`src/design/rgbc_pkg.sv`:
```
// rgbc_pkg: widths, colour class codes, register indexes and stage payload types
// shared by every module of the rgbc colour classifier; depends on nothing
`timescale 1ns / 1ps

package rgbc_pkg;

    // field and intermediate widths
    localparam int CH_W     = 16;  // raw and scaled channel counts
    localparam int PROD_W   = 32;  // count times gain
    localparam int SUM_W    = 18;  // sum of three scaled channels
    localparam int LIM_W    = 11;  // saturation limit register
    localparam int LIM1_W   = 12;  // saturation limit plus one
    localparam int LHS_W    = 28;  // 3072 * min
    localparam int RHS_W    = 30;  // (limit + 1) * sum
    localparam int HUE_W    = 19;  // signed hue coordinates
    localparam int MAG_W    = 18;  // hue magnitudes
    localparam int CLS_W    = 3;
    localparam int CFG_IDX_W  = 3;
    localparam int CFG_DATA_W = 16;

    // colour classes
    typedef enum logic [CLS_W-1:0] {
        CLS_BLACK   = 3'd0,
        CLS_WHITE   = 3'd1,
        CLS_RED     = 3'd2,
        CLS_CYAN    = 3'd3,
        CLS_BLUE    = 3'd4,
        CLS_GREEN   = 3'd5,
        CLS_MAGENTA = 3'd6,
        CLS_YELLOW  = 3'd7
    } color_class_t;

    // register indexes
    localparam logic [CFG_IDX_W-1:0] REG_SENSOR_PRESENT   = 3'd0;
    localparam logic [CFG_IDX_W-1:0] REG_RED_GAIN         = 3'd1;
    localparam logic [CFG_IDX_W-1:0] REG_GREEN_GAIN       = 3'd2;
    localparam logic [CFG_IDX_W-1:0] REG_BLUE_GAIN        = 3'd3;
    localparam logic [CFG_IDX_W-1:0] REG_CLEAR_THRESHOLD  = 3'd4;
    localparam logic [CFG_IDX_W-1:0] REG_SATURATION_LIMIT = 3'd5;

    // register reset values
    localparam logic [CH_W-1:0]  GAIN_RESET      = 16'd1024;
    localparam logic [CH_W-1:0]  THRESHOLD_RESET = 16'd0;
    localparam logic [LIM_W-1:0] LIMIT_RESET     = 11'd1025;

    // configuration as seen by the datapath
    typedef struct packed {
        logic             sensor_present;
        logic [CH_W-1:0]  red_gain;
        logic [CH_W-1:0]  green_gain;
        logic [CH_W-1:0]  blue_gain;
        logic [CH_W-1:0]  clear_threshold;
        logic [LIM_W-1:0] saturation_limit;
    } cfg_t;

    // one input sample
    typedef struct packed {
        logic [CH_W-1:0] clear_count;
        logic [CH_W-1:0] red_count;
        logic [CH_W-1:0] green_count;
        logic [CH_W-1:0] blue_count;
    } sample_t;

    // after the gain multipliers
    typedef struct packed {
        logic              force_black;
        logic [PROD_W-1:0] r_prod;
        logic [PROD_W-1:0] g_prod;
        logic [PROD_W-1:0] b_prod;
    } prod_t;

    // scaled channels with min and sum
    typedef struct packed {
        logic             force_black;
        logic [CH_W-1:0]  r;
        logic [CH_W-1:0]  g;
        logic [CH_W-1:0]  b;
        logic [CH_W-1:0]  mn;
        logic [SUM_W-1:0] sum;
    } chan_t;

    // saturation test operands and hue magnitudes
    typedef struct packed {
        logic             force_black;
        logic [LHS_W-1:0] lhs;
        logic [RHS_W-1:0] rhs;
        logic             hx_neg;
        logic             hy_neg;
        logic [MAG_W-1:0] hx_mag;
        logic [MAG_W-1:0] hy_mag;
    } metric_t;

endpackage

```
`src/design/rgbc_scale.sv`:
```
// rgbc_scale: gain multiplier stage and channel scaling / min / sum stage
// uses rgbc_pkg
`timescale 1ns / 1ps

module rgbc_scale #(
    parameter int GAIN_FRAC_BITS = 10
) (
    input  logic             aclk,
    input  logic             aresetn,
    input  rgbc_pkg::cfg_t    cfg,
    input  logic             in_valid,
    output logic             in_ready,
    input  rgbc_pkg::sample_t in_data,
    output logic             out_valid,
    input  logic             out_ready,
    output rgbc_pkg::chan_t   out_data
);
    import rgbc_pkg::*;

    logic    v1_reg, v2_reg;
    logic    ready1, ready2;
    prod_t   p1_reg, p1_next;
    chan_t   p2_reg, p2_next;
    logic [CH_W-1:0] r_s, g_s, b_s;

    // per-stage ready: a stage takes an item when empty or when its item moves on
    assign ready2   = !v2_reg || out_ready;
    assign ready1   = !v1_reg || ready2;
    assign in_ready = ready1;

    // stage 1: gain multipliers, black test
    always_comb begin
        p1_next.force_black = !cfg.sensor_present || (in_data.clear_count < cfg.clear_threshold);
        p1_next.r_prod = PROD_W'(in_data.red_count)   * PROD_W'(cfg.red_gain);
        p1_next.g_prod = PROD_W'(in_data.green_count) * PROD_W'(cfg.green_gain);
        p1_next.b_prod = PROD_W'(in_data.blue_count)  * PROD_W'(cfg.blue_gain);
    end

    always_ff @(posedge aclk) begin
        if (!aresetn) begin
            v1_reg <= 1'b0;
        end else if (ready1) begin
            v1_reg <= in_valid;
        end
    end

    always_ff @(posedge aclk) begin
        if (ready1 && in_valid) begin
            p1_reg <= p1_next;
        end
    end

    // stage 2: drop fraction bits, keep 16 bits, min and sum
    assign r_s = p1_reg.r_prod[GAIN_FRAC_BITS +: CH_W];
    assign g_s = p1_reg.g_prod[GAIN_FRAC_BITS +: CH_W];
    assign b_s = p1_reg.b_prod[GAIN_FRAC_BITS +: CH_W];

    always_comb begin
        logic [CH_W-1:0] m;
        m = r_s;
        if (g_s < m) m = g_s;
        if (b_s < m) m = b_s;
        p2_next.force_black = p1_reg.force_black;
        p2_next.r   = r_s;
        p2_next.g   = g_s;
        p2_next.b   = b_s;
        p2_next.mn  = m;
        p2_next.sum = SUM_W'(r_s) + SUM_W'(g_s) + SUM_W'(b_s);
    end

    always_ff @(posedge aclk) begin
        if (!aresetn) begin
            v2_reg <= 1'b0;
        end else if (ready2) begin
            v2_reg <= v1_reg;
        end
    end

    always_ff @(posedge aclk) begin
        if (ready2 && v1_reg) begin
            p2_reg <= p2_next;
        end
    end

    assign out_valid = v2_reg;
    assign out_data  = p2_reg;

endmodule

```
`src/design/rgbc_metric.sv`:
```
// rgbc_metric: saturation test operands and hue coordinate magnitudes
// uses rgbc_pkg
`timescale 1ns / 1ps

module rgbc_metric (
    input  logic             aclk,
    input  logic             aresetn,
    input  rgbc_pkg::cfg_t    cfg,
    input  logic             in_valid,
    output logic             in_ready,
    input  rgbc_pkg::chan_t   in_data,
    output logic             out_valid,
    input  logic             out_ready,
    output rgbc_pkg::metric_t out_data
);
    import rgbc_pkg::*;

    logic    v_reg;
    metric_t p_reg, p_next;
    logic [LIM1_W-1:0] lim1;
    logic [HUE_W-1:0]  hx, hy, gb;

    assign in_ready = !v_reg || out_ready;

    // inverse saturation above the limit is 3072*min >= (limit+1)*sum, no divider
    assign lim1 = LIM1_W'(cfg.saturation_limit) + LIM1_W'(1);

    // two's complement hue coordinates
    assign hx = HUE_W'({in_data.r, 1'b0}) - HUE_W'(in_data.g) - HUE_W'(in_data.b);
    assign gb = HUE_W'(in_data.g) - HUE_W'(in_data.b);
    assign hy = (gb << 1) + gb;

    always_comb begin
        p_next.force_black = in_data.force_black;
        p_next.lhs = (LHS_W'(in_data.mn) << 11) + (LHS_W'(in_data.mn) << 10);
        p_next.rhs = RHS_W'(in_data.sum) * RHS_W'(lim1);
        p_next.hx_neg = hx[HUE_W-1];
        p_next.hy_neg = hy[HUE_W-1];
        p_next.hx_mag = hx[HUE_W-1] ? MAG_W'(-hx) : MAG_W'(hx);
        p_next.hy_mag = hy[HUE_W-1] ? MAG_W'(-hy) : MAG_W'(hy);
    end

    always_ff @(posedge aclk) begin
        if (!aresetn) begin
            v_reg <= 1'b0;
        end else if (in_ready) begin
            v_reg <= in_valid;
        end
    end

    always_ff @(posedge aclk) begin
        if (in_ready && in_valid) begin
            p_reg <= p_next;
        end
    end

    assign out_valid = v_reg;
    assign out_data  = p_reg;

endmodule

```
`src/design/rgbc_decide.sv`:
```
// rgbc_decide: final class selection into the output register
// uses rgbc_pkg
`timescale 1ns / 1ps

module rgbc_decide (
    input  logic                  aclk,
    input  logic                  aresetn,
    input  logic                  in_valid,
    output logic                  in_ready,
    input  rgbc_pkg::metric_t      in_data,
    output logic                  out_valid,
    input  logic                  out_ready,
    output rgbc_pkg::color_class_t out_class
);
    import rgbc_pkg::*;

    logic         v_reg;
    color_class_t cls_reg, cls_next;
    logic         white;

    assign in_ready = !v_reg || out_ready;

    // a zero sum gives 0 >= 0 here, so it lands on white as well
    assign white = RHS_W'(in_data.lhs) >= in_data.rhs;

    // black over white over hue sector
    always_comb begin
        if (in_data.force_black) begin
            cls_next = CLS_BLACK;
        end else if (white) begin
            cls_next = CLS_WHITE;
        end else if (in_data.hx_mag > in_data.hy_mag) begin
            cls_next = in_data.hx_neg ? CLS_CYAN : CLS_RED;
        end else if (in_data.hx_neg) begin
            cls_next = in_data.hy_neg ? CLS_BLUE : CLS_GREEN;
        end else begin
            cls_next = in_data.hy_neg ? CLS_MAGENTA : CLS_YELLOW;
        end
    end

    always_ff @(posedge aclk) begin
        if (!aresetn) begin
            v_reg <= 1'b0;
        end else if (in_ready) begin
            v_reg <= in_valid;
        end
    end

    always_ff @(posedge aclk) begin
        if (in_ready && in_valid) begin
            cls_reg <= cls_next;
        end
    end

    assign out_valid = v_reg;
    assign out_class = cls_reg;

endmodule

```
`src/design/rgbc_color_classifier_top.sv`:
```
// RGBC colour classifier: one result item per sample item, four register stages
// (gain multiply, scale/min/sum, saturation and hue operands, class select).
// One item is taken every cycle while the output is drained, and each stage
// holds its item under back-pressure, so a bubble anywhere lets a new item in.
// Registers are to be written through cfg_wr_* only while no item is in flight;
// the block itself does not enforce this. Uses rgbc_pkg and the rgbc_scale,
// rgbc_metric and rgbc_decide stages.
`timescale 1ns / 1ps

module rgbc_color_classifier_top #(
    parameter int GAIN_FRAC_BITS = 10
) (
    input  logic                          aclk,
    input  logic                          aresetn,
    // configuration write port
    input  logic                          cfg_wr_en,
    input  logic [rgbc_pkg::CFG_IDX_W-1:0]  cfg_wr_index,
    input  logic [rgbc_pkg::CFG_DATA_W-1:0] cfg_wr_data,
    // sample items
    input  logic                          s_tvalid,
    output logic                          s_tready,
    // [15:0] clear_count, [31:16] red_count, [47:32] green_count, [63:48] blue_count
    input  logic [63:0]                   s_tdata,
    // result items
    output logic                          m_tvalid,
    input  logic                          m_tready,
    // [2:0] color_class, [7:3] zero
    output logic [7:0]                    m_tdata
);
    import rgbc_pkg::*;

    cfg_t         cfg_reg;
    sample_t      sample;
    chan_t        chan;
    metric_t      metric;
    color_class_t cls;
    logic         chan_valid, chan_ready, metric_valid, metric_ready;

    // configuration registers
    always_ff @(posedge aclk) begin
        if (!aresetn) begin
            cfg_reg.sensor_present   <= 1'b0;
            cfg_reg.red_gain         <= GAIN_RESET;
            cfg_reg.green_gain       <= GAIN_RESET;
            cfg_reg.blue_gain        <= GAIN_RESET;
            cfg_reg.clear_threshold  <= THRESHOLD_RESET;
            cfg_reg.saturation_limit <= LIMIT_RESET;
        end else if (cfg_wr_en) begin
            case (cfg_wr_index)
                REG_SENSOR_PRESENT:   cfg_reg.sensor_present   <= cfg_wr_data[0];
                REG_RED_GAIN:         cfg_reg.red_gain         <= cfg_wr_data;
                REG_GREEN_GAIN:       cfg_reg.green_gain       <= cfg_wr_data;
                REG_BLUE_GAIN:        cfg_reg.blue_gain        <= cfg_wr_data;
                REG_CLEAR_THRESHOLD:  cfg_reg.clear_threshold  <= cfg_wr_data;
                REG_SATURATION_LIMIT: cfg_reg.saturation_limit <= cfg_wr_data[LIM_W-1:0];
                default: ;
            endcase
        end
    end

    // unpack the sample item
    assign sample.clear_count = s_tdata[15:0];
    assign sample.red_count   = s_tdata[31:16];
    assign sample.green_count = s_tdata[47:32];
    assign sample.blue_count  = s_tdata[63:48];

    rgbc_scale #(
        .GAIN_FRAC_BITS(GAIN_FRAC_BITS)
    ) u_scale (
        .aclk      (aclk),
        .aresetn   (aresetn),
        .cfg       (cfg_reg),
        .in_valid  (s_tvalid),
        .in_ready  (s_tready),
        .in_data   (sample),
        .out_valid (chan_valid),
        .out_ready (chan_ready),
        .out_data  (chan)
    );

    rgbc_metric u_metric (
        .aclk      (aclk),
        .aresetn   (aresetn),
        .cfg       (cfg_reg),
        .in_valid  (chan_valid),
        .in_ready  (chan_ready),
        .in_data   (chan),
        .out_valid (metric_valid),
        .out_ready (metric_ready),
        .out_data  (metric)
    );

    rgbc_decide u_decide (
        .aclk      (aclk),
        .aresetn   (aresetn),
        .in_valid  (metric_valid),
        .in_ready  (metric_ready),
        .in_data   (metric),
        .out_valid (m_tvalid),
        .out_ready (m_tready),
        .out_class (cls)
    );

    assign m_tdata = {5'b0, cls};

endmodule

```
`config.mk`:
```
export PLATFORM = sky130hd
export DESIGN_NAME = rgbc_color_classifier_top
export DESIGN_NICKNAME = d
export VERILOG_FILES = /design/src/design/rgbc_pkg.sv /design/src/design/rgbc_scale.sv /design/src/design/rgbc_metric.sv /design/src/design/rgbc_decide.sv /design/src/design/rgbc_color_classifier_top.sv
export SDC_FILE = /design/constraint.sdc
export NUM_CORES = 2
export LEC_CHECK = 0
export ABC_CLOCK_PERIOD_IN_PS = 9600
export BUFFER_PORTS_ARGS = -buffer_cell sky130_fd_sc_hd__buf_2
export CORE_ASPECT_RATIO = 1.25
export CORE_MARGIN = 3
export CORE_UTILIZATION = 60
export CTS_CLUSTER_SIZE = 10
export DETAILED_ROUTE_END_ITERATION = 8
export PLACE_DENSITY = 0.82
export SYNTH_ARGS = -nofsm -noshare
export SYNTH_HDL_FRONTEND = slang
export SYNTH_HIERARCHICAL = 1
export SYNTH_SLANG_ARGS = --single-unit
```
`constraint.sdc`:
```
create_clock -name aclk -period 9.6 [get_ports aclk]
set_clock_uncertainty 0.15 [all_clocks]
set_input_delay 1.92 -clock aclk [delete_from_list [all_inputs] [get_ports aclk]]
set_output_delay 1.92 -clock aclk [all_outputs]
set_load 0.005 [all_outputs]
```
==> After elaboration in Yosys (flattened, before gate mapping) <==
Cells that the tools add are included.
Widths: inputs -> output; s select.
{ "totals": {"input_bits": 88, "ff_bits": 342, "output_inout_bits": 10} }
{ "op_classes": {"n_reduce_logical": 22, "n_mux": 10, "eq_ne": 5, "mul": 4, "magnitude_cmp": 5, "addsub": 10} }
{ "ops": {"columns": ["operator", "n"], "rows": [
  ["$mul 16x16->26", 3],
  ["$lt 16x16->1", 3],
  ["$mux 18", 2],
  ["$neg 18->18", 2],
  ["$mux 16", 2],
  ["$ge 28x30->1", 1],
  ["$mul 18x12->30", 1],
  ["$add 27x26->28", 1],
  ["$add 18x17->19", 1],
  ["$sub 19x16->19", 1],
  ["$add 17x16->18", 1],
  ["$gt 18x18->1", 1],
  ["$sub 17x16->18", 1],
  ["$add 16x16->17", 1],
  ["$sub 16x16->17", 1],
  ["$add 11x1->12 const B", 1],
  ["$reduce_and 2->1", 6],
  ["$eq 3x2->1 const B", 2],
  ["$eq 3x3->1 const B", 2],
  ["$mux 3", 2],
  ["$logic_not 1->1", 5],
  ["$logic_or 1x1->1", 5],
  ["$logic_and 1x1->1", 4],
  ["$mux 1", 4],
  ["3 further kinds", 3]
]} }

==> Longest topological paths before layout <==
{ "logic_depth": {"depth_word": 6, "mapped_depth": 27} }

==> Cells and area by module <==
The synthesis kept the hierarchy.
{ "by_module_without_submodules": {"columns": ["module", "area_per_inst_um2", "instances", "cells_per_inst"], "rows": [
  ["rgbc_scale", 28124.5, 1, 2931],
  ["rgbc_metric", 14288.7, 1, 1608],
  ["rgbc_color_classifier_top", 2894.0, 1, 277],
  ["rgbc_decide", 1343.8, 1, 183]
]} }

==> Least setup slack after synthesis <==
Ideal clock, no wire load.
{ "synth_timing": {"kind": "in2reg", "startpoint": "input port s_tdata[26]", "endpoint": "register u_scale/p1_reg[89] (netlist name), data pin", "setup_slack_ns": 1.734, "path_buffers": 1, "t_arrival_ns": 7.456, "required_ns": 9.190, "path_stages": 23, "cell_sequence": "clkbuf_1 > nand2_1 > fa_1 > fa_1 > inv_1 > fa_1 > inv_1 > fa_1 > inv_1 > fa_1 > inv_1 > fa_1 > inv_1 > ha_1 > a21o_1 > a21oi_1 > nand2_1 > o21a_1 > o211a_1 > o31a_1 > o41ai_4 > o21bai_1 > xnor2_1"} }
{ "synth_lines": {"columns": ["element", "line_no", "text"], "rows": [
  ["from (decl)", "rgbc_color_classifier_top.sv:23", "input logic [63:0] s_tdata,"],
  ["to (signal assigned)", "rgbc_scale.sv:49", "p1_reg <= p1_next;"],
  ["to (decl)", "rgbc_scale.sv:22", "prod_t p1_reg, p1_next;"]
]} }

==> results by group <==
Yosys
  – Mapped Cells: approximately 5,000
  – Yosys reg bits: 301
  – Mapped Avg Cell Area: 9.332 µm²
  – Synth cell types: 89
  – Cell Area, Synth: around 47,000 µm²
  – Area leader, netlist: fa_1
  – Asr flop ratio synth: 0%
  – Largest cells by area after synthesis: fa_1 31%, edfxtp_1 14%, ha_1 13%
  – Sequential area share after synthesis: 17.66%
  – EDFF count, synth: 221
  – Ys flop type: edfxtp_1
  – Post-synth top area share: between 30 and 40%
  – Count of warnings emitted by yosys: 6

Drt
  – DR iter-0 viols: 2,460
  – Via/cell ratio: 5.667
  – Routed Antenna Nets: 0
  – Final wirelength: 110.7 mm
  – Via count: 34,200
  – WL/cell: 18.35 µm
  – Remaining DRCs: 0
  – DRT Pass-1 Iters: 5

Clock tree
  – H-tree Lvls: 2
  – CTS tree: yes
  – Setup bufs post-CTS: 0
  – CTS Buffer Depth: 3
  – PostCTS Resize Cnt: 0
  – Clock root buffer: clkbuf_16
  – Post-CTS Hold Buffers: 0
  – Worst-Skew Late Latency: 0.53 ns
  – Clock transition at path regs: 0.05 ns
  – Number of clock sinks: 301
  – CTS buffer count: 37

Timing
  – Setup violators final: 0
  – Relative slew slack: approximately 28%
  – Worst-Margin Slew: 1.082 ns
  – Hold WS: 0.2734 ns
  – Setup TNS: 0 ns
  – Final worst slack: 1.525 ns
  – Min Tclk post-route: approximately 8.1 ns
  – RSZ-0062 raised after global routing: no
  – Fin. max-slew vios: 0
  – Endpoints failing hold: 0
  – Max Freq: 0.1238 GHz
  – Crit share post-route: 84.11%

Pwr
  – Cell-internal power: roughly 4.5 mW
  – NetSw: between 3 and 4 mW
  – Power Density: between 150 and 200 nW/µm²
  – Clk pwr share: between 10% and 20%
  – Sw Share: 43.62%
  – Sequential fraction of design power: 27.1%
  – Worst vdd ir: 0.1577 mV
  – Lkg Pwr: around 24 nW
  – Combinational power share: 56.6%

Setup path
  – Reg2Reg Setup Slack: 1.53 ns
  – Critical Path RT: 9.70 ns
  – Worst r2r src: cfg_reg[0]$_SDFFE_PN1P_
  – Crit-path max FO: 22
  – Reg-to-Reg End: u_metric/out_data[67]$_DFFE_PP_
  – CP Class: reg2reg
  – Crit. End Element: register
  – Data arrival time of the critical path: 8.18 ns
  – Startpoint types: register
  – Worst reg2reg path depth: 24

Cells and area
  – Leading cell type in the layout, fill and taps excluded: inv_1
  – Final std cells w/o fill: 6,035
  – Most frequent cells in the layout: 1,048 x inv_1, 722 x fa_1, 665 x nand2_1
  – Layout cells sized above 1: 3.764%
  – Area delta synth->final: 4.814%
  – Final net count: 6,260
  – Max FFs per register: 86
  – Filler cell count: 5,976

Die
  – Cell Rows: 113
  – I/O Pins: slightly below 100
  – Initial core utilization: 60.99%
  – Die Y: 317.8 µm
  – Die ar.: 81,150 µm²
  – Die Width: 255.4 µm
  – Placeable Area: approximately 76,000 µm²

Placement
  – Port Buf Inserts: 92
  – Routability congestion estimate: 0.9641
  – Pre-CTS WS: ~1.3 ns
  – Post-detailed-placement half-perimeter wirelength: around 86 mm
  – Placed Cells incl. Taps: approximately 6,000

Min path
  – Min-delay worst type: reg2reg
  – Hold Path End: u_metric/out_data[96]$_DFFE_PP_
  – Hold_sp: u_scale/out_data[82]$_DFFE_PP_
  – Hold depth: 0

Global route
  – GRT Util Overall: 27.50%
  – Largest net degree at the start of global routing: 87
  – Vias in the first global route: 36,730
  – First-pass GRT wire length: 180.8 mm
  – Initial antenna violation count: 7
  – Total grt overflow: 0

Flow run
  – Max_cap viols: 0

Status
  – Status: finished, final reports clean
[per-layer routing]
layer / global-route usage [%] / up-vias / share of wire, %
li1: - / 15460 / -
met1: 32.76 / 17000 / 37
met2: 48.66 / 1359 / 50
met3: 3.701 / 381 / 6.4
met4: 14.18 / 2 / 5.8
met5: 0 / - / 0.015
[metrics by stage]
| stage | util (%) | cell area [µm²] | power [mW] |
|---|---|---|---|
| floorplan | - | 46700 | 5.517 |
| global placement | 62.48 | 47790 | 6.431 |
| global route | 63.92 | 48890 | 8.651 |
| finish | 63.93 | 48900 | 7.956 |
| CTS | 63.91 | 48880 | 7.933 |
| detailed placement | 62.48 | 47790 | 6.594 |
[logic make-up (layout without fill, tap and decap cells)]
kind of cell | count (synthesis) | after routing | share of synthesized area, %
buffers and inverters | 1226 | 1209 | 10.16
xor gates and xnor gates | 200 | 200 | 3.755
and+or+nand+nor | 1523 | 1523 | 16.12
AOI/OAI and AO/OA | 441 | 441 | 6.233
adders and majority gates | 1195 | 1195 | 43.67
muxes | 111 | 111 | 2.384
other | 2 | 20 | 0.01610
DFF | 301 | 301 | 17.66
[cells in the mapped netlist (all sizes together) (6+ instances only)]
master   count
a211oi      16
a21boi       8
a21o        54
a21oi      143
a31oi       16
and2       427
and3        21
buf         37
clkbuf     141
dfxtp       80
edfxtp     221
fa         722
ha         473
inv       1048
mux2i      110
nand2      665
nand2b      37
nand3       43
nand3b       9
nand4       26
nor2       142
nor2b       40
nor3        64
nor4         7
o2111ai     10
o211ai      12
o21a        40
o21ai       75
o21bai      12
o31a         6
or2         11
or3          9
xnor2      133
xor2        67
[power by group through the flow]
stage	registers, mW	clock network (mW)	logic, mW
5_1_grt	2.18	1.37	5.11
2_1_floorplan	1.94	0	3.58
3_5_place_dp	2.18	0	4.42
6_report	2.16	1.30	4.50
4_1_cts	2.15	1.32	4.46
3_3_place_gp	2.17	0	4.26
[how the worst max path moves through the flow]
| stage | from | end | slack [ns] | cells past startpoint |
|---|---|---|---|---|
| after floorplan | s_tdata[26] | u_scale/p1_reg[89]$_DFFE_PP_ | 1.73 | 23 |
| after global placement | s_tdata[26] | u_scale/p1_reg[89]$_DFFE_PP_ | 1.45 | 23 |
| after detailed placement | s_tdata[26] | u_scale/p1_reg[89]$_DFFE_PP_ | 1.33 | 23 |
| after CTS | cfg_reg[0]$_SDFFE_PN1P_ | u_metric/out_data[67]$_DFFE_PP_ | 1.60 | 24 |
| after global routing | cfg_reg[0]$_SDFFE_PN1P_ | u_metric/out_data[67]$_DFFE_PP_ | 0.99 | 24 |
| final | cfg_reg[0]$_SDFFE_PN1P_ | u_metric/out_data[67]$_DFFE_PP_ | 1.53 | 24 |
[critical path: stages (launching register included)]
cell and delay (ns):
dfxtp_1 0.82, ha_1 0.34, nand3_1 0.13, nor2_1 0.27
nand3_1 0.17, xnor2_2 0.76, nand2_1 0.18, fa_1 0.57
inv_1 0.05, fa_1 0.47, fa_1 0.52, fa_1 0.56
inv_1 0.06, fa_1 0.53, inv_1 0.04, ha_1 0.35
a21o_1 0.20, a21oi_1 0.13, o21ai_0 0.12, a2111oi_0 0.54
a211oi_1 0.22, o21bai_1 0.20, a21oi_1 0.13, mux2i_1 0.16
o311ai_0 0.13
[layout make-up]
type,instances,area (µm²),area share [%]
clock buffers,51,1042,2.132
clock inverters,6,53.80,0.1100
diodes,5,12.51,0.02559
multi-input cells,3485,33770,69.06
inverters,1048,3934,8.045
repair buffers,104,553.0,1.131
flip-flops and latches,301,8238,16.85
well taps,1035,1295,2.648
Power figures use the tool's default switching activity.
